File: src/rtl/core/segregated_free_list_allocator_assert.svh
`ifndef SEGREGATED_FREE_LIST_ALLOCATOR_ASSERT_SVH
`define SEGREGATED_FREE_LIST_ALLOCATOR_ASSERT_SVH
// checks sampled on clk, off during rst
`define SFLA_ASSERT(label, prop, msg) \
  label: assert property (@(posedge clk) disable iff (rst) (prop)) else $error(msg);
`define SFLA_ASSERT_NEXT(label, pre, post, msg) \
  label: assert property (@(posedge clk) disable iff (rst) (pre) |=> (post)) else $error(msg);
`endif

File: src/rtl/core/sfla_pkg.sv
`default_nettype none
package sfla_pkg;
  typedef struct packed {
    logic        cmd;
    logic [16:0] req_size;
    logic [15:0] block_addr;
  } sfla_in_t;

  typedef struct packed {
    logic        granted;
    logic [15:0] result_addr;
  } sfla_out_t;

  localparam logic CMD_ALLOC = 1'b0;
  localparam logic CMD_FREE  = 1'b1;

  // push sources
  typedef enum logic [1:0] {
    PSRC_FREE,
    PSRC_CACHE,
    PSRC_LEFT
  } psrc_t;

  typedef struct packed {
    logic  latch_req;
    logic  push;
    psrc_t push_src;
    logic  pop_rd;
    logic  pop_fin;
    logic  cache_carve;
    logic  cache_clr;
    logic  bump;
    logic  set_res;
    logic  res_ok;
    logic  res_from_cache;
    logic  res_from_bump;
    logic  small_pop;
  } sfla_cmd_t;

  typedef struct packed {
    logic is_free;
    logic is_small;
    logic cache_ok;
    logic cache_flush;
    logic bump_ok;
    logic pop_found;
    logic has_left;
  } sfla_sts_t;
endpackage
`default_nettype wire

File: src/rtl/core/sfla_ctrl.sv
`default_nettype none
module sfla_ctrl (
  input  wire logic                clk,
  input  wire logic                rst,
  input  wire logic                in_valid,
  output logic                     in_stall,
  output logic                     out_valid,
  input  wire logic                out_stall,
  input  wire sfla_pkg::sfla_sts_t sts,
  output sfla_pkg::sfla_cmd_t      ctl
);
  import sfla_pkg::*;
  `include "segregated_free_list_allocator_assert.svh"

  typedef enum logic [3:0] {
    IDLE, DECIDE, FLUSH, BUMP, POPSEL, POPRD, POPFIN, LEFTPUSH, DONE
  } state_t;

  state_t state, state_next;
  logic   busy;

  assign busy = (state != IDLE) || out_valid;
  assign in_stall = busy;

  always_comb begin
    ctl = '0;
    state_next = state;
    unique case (state)
      IDLE: begin
        ctl.latch_req = in_valid && !busy;
        if (in_valid && !out_valid) state_next = DECIDE;
      end
      DECIDE: begin
        if (sts.is_free) begin
          ctl.push = 1'b1;
          ctl.push_src = PSRC_FREE;
          ctl.set_res = 1'b1;
          ctl.res_ok = 1'b1;
          ctl.res_from_cache = 1'b0;
          state_next = DONE;
        end else if (sts.is_small && sts.cache_ok) begin
          ctl.set_res = 1'b1;
          ctl.res_ok = 1'b1;
          ctl.res_from_cache = 1'b1;
          ctl.cache_carve = 1'b1;
          state_next = DONE;
        end else if (sts.is_small) begin
          state_next = FLUSH;
        end else begin
          state_next = BUMP;
        end
      end
      FLUSH: begin
        ctl.push = sts.cache_flush;
        ctl.push_src = PSRC_CACHE;
        ctl.cache_clr = 1'b1;
        state_next = sts.is_small ? BUMP : POPSEL;
      end
      BUMP: begin
        if (sts.bump_ok) begin
          ctl.set_res = 1'b1;
          ctl.res_ok = 1'b1;
          ctl.res_from_bump = 1'b1;
          ctl.bump = 1'b1;
          state_next = DONE;
        end else begin
          state_next = sts.is_small ? POPSEL : FLUSH;
        end
      end
      POPSEL: begin
        ctl.pop_rd = 1'b1;
        state_next = POPRD;
      end
      POPRD: begin
        if (sts.pop_found) state_next = POPFIN;
        else begin
          ctl.set_res = 1'b1;
          state_next = DONE;
        end
      end
      POPFIN: begin
        ctl.pop_fin = 1'b1;
        ctl.small_pop = sts.is_small;
        state_next = LEFTPUSH;
      end
      LEFTPUSH: begin
        ctl.push = !sts.is_small && sts.has_left;
        ctl.push_src = PSRC_LEFT;
        ctl.set_res = 1'b1;
        ctl.res_ok = 1'b1;
        state_next = DONE;
      end
      DONE: state_next = IDLE;
      default: state_next = IDLE;
    endcase
  end

  always_ff @(posedge clk) begin
    if (rst) begin
      state <= IDLE;
      out_valid <= 1'b0;
    end else begin
      state <= state_next;
      if (state == DONE) out_valid <= 1'b1;
      else if (!out_stall) out_valid <= 1'b0;
    end
  end

  `SFLA_ASSERT(a_no_accept_busy, !(in_valid && !in_stall && state != IDLE), "accept while busy")
  `SFLA_ASSERT_NEXT(a_done_valid, state == DONE, out_valid, "result lost")
  `SFLA_ASSERT(a_one_push_src, !(ctl.push && ctl.pop_fin), "push and pop together")
endmodule
`default_nettype wire

File: config.mk
export PLATFORM = sky130hd
export DESIGN_NAME = sfla_ctrl
export DESIGN_NICKNAME = d
export VERILOG_FILES = /design/src/rtl/core/sfla_pkg.sv /design/src/rtl/core/sfla_ctrl.sv
export VERILOG_INCLUDE_DIRS = /design/src /design/src/rtl/core
export SDC_FILE = /design/constraint.sdc
export NUM_CORES = 1
export LEC_CHECK = 0
export BUFFER_PORTS_ARGS = -buffer_cell sky130_fd_sc_hd__buf_2
export CAP_MARGIN = 5
export CELL_PAD_IN_SITES_DETAIL_PLACEMENT = 2
export CELL_PAD_IN_SITES_GLOBAL_PLACEMENT = 2
export CORE_MARGIN = 8
export CORE_UTILIZATION = 19
export CTS_CLUSTER_DIAMETER = 40
export DETAILED_ROUTE_END_ITERATION = 10
export PLACE_DENSITY = 0.82
export REMOVE_ABC_BUFFERS = 1
export SYNTH_ARGS = -nofsm -noshare
export SYNTH_HDL_FRONTEND = slang
export SYNTH_SLANG_ARGS = --single-unit
File: constraint.sdc
create_clock -name clk -period 1.5 [get_ports clk]
set_clock_uncertainty 0.05 [all_clocks]
set_input_delay 0.375 -clock clk [delete_from_list [all_inputs] [get_ports clk]]
set_output_delay 0.375 -clock clk [all_outputs]
set_load 0.02 [all_outputs]
* After elaboration in Yosys (flattened, before gate mapping)
Index checks and enable logic that the tools add are counted.
Storage, ports and cells: bits in read-only memories 0, memory bits (writable) 0, memories kept 0, output and inout port bits 16, latch bits 0, input port bits 11, flip-flop bits (word level) 5
Operators by class: multiplexer cells 31, reductions and logical operators 10, magnitude comparators 0, multiply operators 0, add/subtract/negate cells 0, shift-type cells 0, divide/modulo/power cells 0, equal/unequal tests 10, bitwise gates (word level) 0
Operators by type and width (count):
- one-hot mux 4 bit (8 select lines) | 1
- two-way mux 4 bit | 5
- two-way mux 3 bit | 6
- == test 4 x 3 -> 1 bit, second input constant | 4
- two-way mux 1 bit | 16
- one-hot mux 3 bit (3 select lines) | 1
- == test 4 x 2 -> 1 bit, second input constant | 2
- == test 4 x 1 -> 1 bit, second input constant | 1
- == test 4 bit, second input constant | 1
- logical AND 1 bit | 4
- logical NOT 4 bit | 1
- one-hot mux 1 bit (4 select lines) | 1
- nonzero test 4 bit | 1
- logical NOT 1 bit | 3
- one-hot mux 1 bit (3 select lines) | 1
- != test 2 x 1 -> 1 bit, second input constant | 1
- != test 2 bit, second input constant | 1
- logical OR 1 bit | 1

* Depth between registers and ports, before layout
depth in word-level cells 5, gate-level depth with buffers 5, gate-level depth less buffers 4

* Least setup slack after synthesis
OpenSTA, ideal clock, no wires.
kind reg-to-output, start point register state[3], end point output ctl[7] in the netlist's numbering, setup slack -0.567 ns, data arrival time 1.642 ns, stages on the path, launching flop included 5, cells stage by stage dfxtp_1 buf_6 nand2b_4 nor4_1 buf_4
RTL lines:
- start, declared | line sfla_ctrl.sv:19 | state_t state, state_next;
- start signal, assigned | line sfla_ctrl.sv:103 | state <= state_next;
- end, declared | line sfla_ctrl.sv:10 | output sfla_pkg::sfla_cmd_t ctl

==> run summary <==
Status -> finished, violations left
Failing checks -> negative setup slack
CP startpoint kind -> register
FF-to-FF Start -> state[1]
Routed wire length -> 2.95 mm
Sw Pwr -> 233 uW
Die Area -> 0.00447 mm2
Deepest clock path buffer count -> 2
Placement Setup Slack -> -0.202 ns
First-pass GRT wire length -> 4.55 mm
Initial antenna violation count -> 0
Final period util -> 115%
CTS buffer count -> 3
Data required, critical path -> 1.07 ns
Wire per inst -> 20.5 um
LEAKAGE -> 0.470 nW
GRT Overall Usage -> 13.6%
CTS tree -> yes
Setup CP Type -> reg -> out
Max-Cap Viols -> 0
Antenna cell count -> 0
Slew margin rel. -> 78.8%
Die width -> 66.9 um
Class of the worst hold path -> in -> reg
Syn Inst Count -> 66
DRC -> 0
Peak VDD IR -> 303 uV
Placement Rows -> 18
Unrepaired setup endpoints after global routing -> true
Setup violators final -> 18
Pwr Density -> 558 mW/mm2
Layout cells sized above 1 -> 71.9%
Total number of vias -> 707
Hold path start -> rst
Starting Density -> 20.0%
Final estimated routing congestion in global placement -> 0.697
Part of the Yosys area used for sequential elements -> 20.4%
Synth warnings -> 0
Switching Share -> 37.8%
Area leader, netlist -> dfxtp_1
Grt total ovfl -> 0
Clock Latency Late Sink -> 0.25 ns
H-Tree Depth -> 1
Final Non-Filler Cells -> 144
Worst slew pin tran -> 0.315 ns
Placed insts -> 131
Combinational share of power -> 48.0%
# clock sinks -> 5
Syn-to-layout area delta -> 124%
Final min period -> 1.72 ns
Synth top area share -> 20.4%
Min Hold Slack -> 0.254 ns
Power share of the sequential group -> 24.8%
Clk pwr share -> 27.2%
Vias in the first global route -> 783
Nets -> 126
Ys async rst share -> 0%
Largest net degree at the start of global routing -> 10
Pint -> 382 uW
Core area -> 0.00245 mm2
Post-Place Cell Area -> 731 um2
Max FO, Critical Path -> 8
Synth area leaders -> dfxtp_1, o21ai_0, nor2_1
WP data arrival -> 1.29 ns
Clock transition at path regs -> 0.05 ns
FF+latch count, synth -> 5
Hold buffer count at cts -> 0
Top Ports -> 27
Die height -> 66.9 um
EDFF count, synth -> 0
Final Power -> 615 uW
Syn Std Cell Area -> 492 um2
Root Driver -> clkbuf_4
CP startpoint -> state[1]
PortBufs -> 26
Final Hold Fails -> 0
Worst setup EP type -> output port
Initial DRC Count -> 10
Predominant post-synthesis flop cell -> dfxtp_1
Initial DRT Pass Iterations -> 4
Syn_area_per_cell -> 7.45 um2
Fmax -> 0.582 GHz
Most common cell in the synthesized netlist -> nor2_1
Slew Limit Fails -> 0
Distinct cells, synth -> 30
Antenna Nets Post-Route -> 0
Min setup slack post-route -> -0.219 ns
Top post-synthesis cells by count -> nor2_1, o21ai_0, dfxtp_1, nand2_1
Vias per inst -> 4.91
Final instance area -> 0.00110 mm2
Post-DP HPWL -> 1.67 mm
[critical path: stages, from the launching register on]
cell	delay, ns
dfxtp_4	0.38
buf_6	0.13
a211o_1	0.24
a21oi_1	0.13
buf_4	0.16
[repair_timing]
action / 4_1_cts / 5_1_grt
pin swaps: 7 / 10
buffers inserted: 7 / 3
setup endpoints to repair: 19 / 19
resized for setup: 52 / 22
[sequential cells by signal, indices dropped and copies added, names as in the netlist]
| register | count |
|---|---|
| state | 4 |
| out_valid | 1 |
[routing by layer]
| metal | track usage (%) | vias to the layer above | routed length (um) |
|---|---|---|---|
| met5 | 0 | - | 0 |
| met4 | 3.13 | 0 | 20 |
| met3 | 2.52 | 4 | 107 |
| met2 | 24.7 | 14 | 1550 |
| met1 | 15.8 | 352 | 1270 |
| li1 | - | 337 | - |
[worst paths after layout]
check	end	slack [ns]	depth (start not counted)
worst min-delay path	out_valid	0.25	2
worst max-delay path	ctl[4]	-0.22	4
worst max register to register	state[0]	-0.12	6
worst min register to register	state[2]	0.58	2
[power groups by stage]
| stage | Clock [mW] | Combinational [mW] | Sequential (mW) |
|---|---|---|---|
| final | 0.167 | 0.295 | 0.152 |
| after global routing | 0.178 | 0.311 | 0.153 |
| after CTS | 0.166 | 0.239 | 0.149 |
| after detailed placement | 0 | 0.182 | 0.152 |
| after global placement | 0 | 0.174 | 0.151 |
| after floorplan | 0 | 0.0856 | 0.158 |
[through the flow]
stage	TNS (ns)	utilization, %
6_report	-2.64	44.9
5_1_grt	-3.59	44.9
4_1_cts	-2.06	40.0
3_5_place_dp	-1.34	29.8
3_3_place_gp	-0.723	29.8
2_1_floorplan	-3.60	-
[placed cells by master (no fill, tap or decap), drive strengths merged]
| cell type | synthesis | routed |
|---|---|---|
| buf | 7 | 51 |
| nor2 | 8 | 8 |
| o21ai | 6 | 6 |
| nand2 | 5 | 5 |
| dfxtp | 5 | 5 |
| a21oi | 4 | 4 |
| clkbuf | 0 | 4 |
| nor2b | 4 | 4 |
| nor4b | 3 | 3 |
| nor3 | 3 | 3 |
| inv | 2 | 2 |
| nand2b | 2 | 2 |
| a211o | 2 | 2 |
| nand3b | 1 | 1 |
| a32o | 1 | 1 |
| or2 | 1 | 1 |
| nor4 | 1 | 1 |
| and2 | 1 | 1 |
| and3 | 1 | 1 |
| a211oi | 1 | 1 |
| a2111oi | 1 | 1 |
| and4b | 1 | 1 |
| nand3 | 1 | 1 |
| a21o | 1 | 1 |
| o41ai | 1 | 1 |
| mux2i | 1 | 1 |
| nand4 | 1 | 1 |
| a22oi | 1 | 1 |
[logic make-up after synthesis]
kind of cell / synth area share, %
buf+inv: 11.4
mux: 2.04
compound gates: 27.7
flops: 20.4
simple gates: 38.4
[cell type report]
class | instances | area [um2]
sequential | 5 | 115
inverter | 2 | 7.51
tap | 30 | 37.5
timing repair buffer | 51 | 415
multi-input combinational | 52 | 499
clock buffer | 4 | 26.3
fill | 278 | 1350
Power figures use the tool's default switching activity.
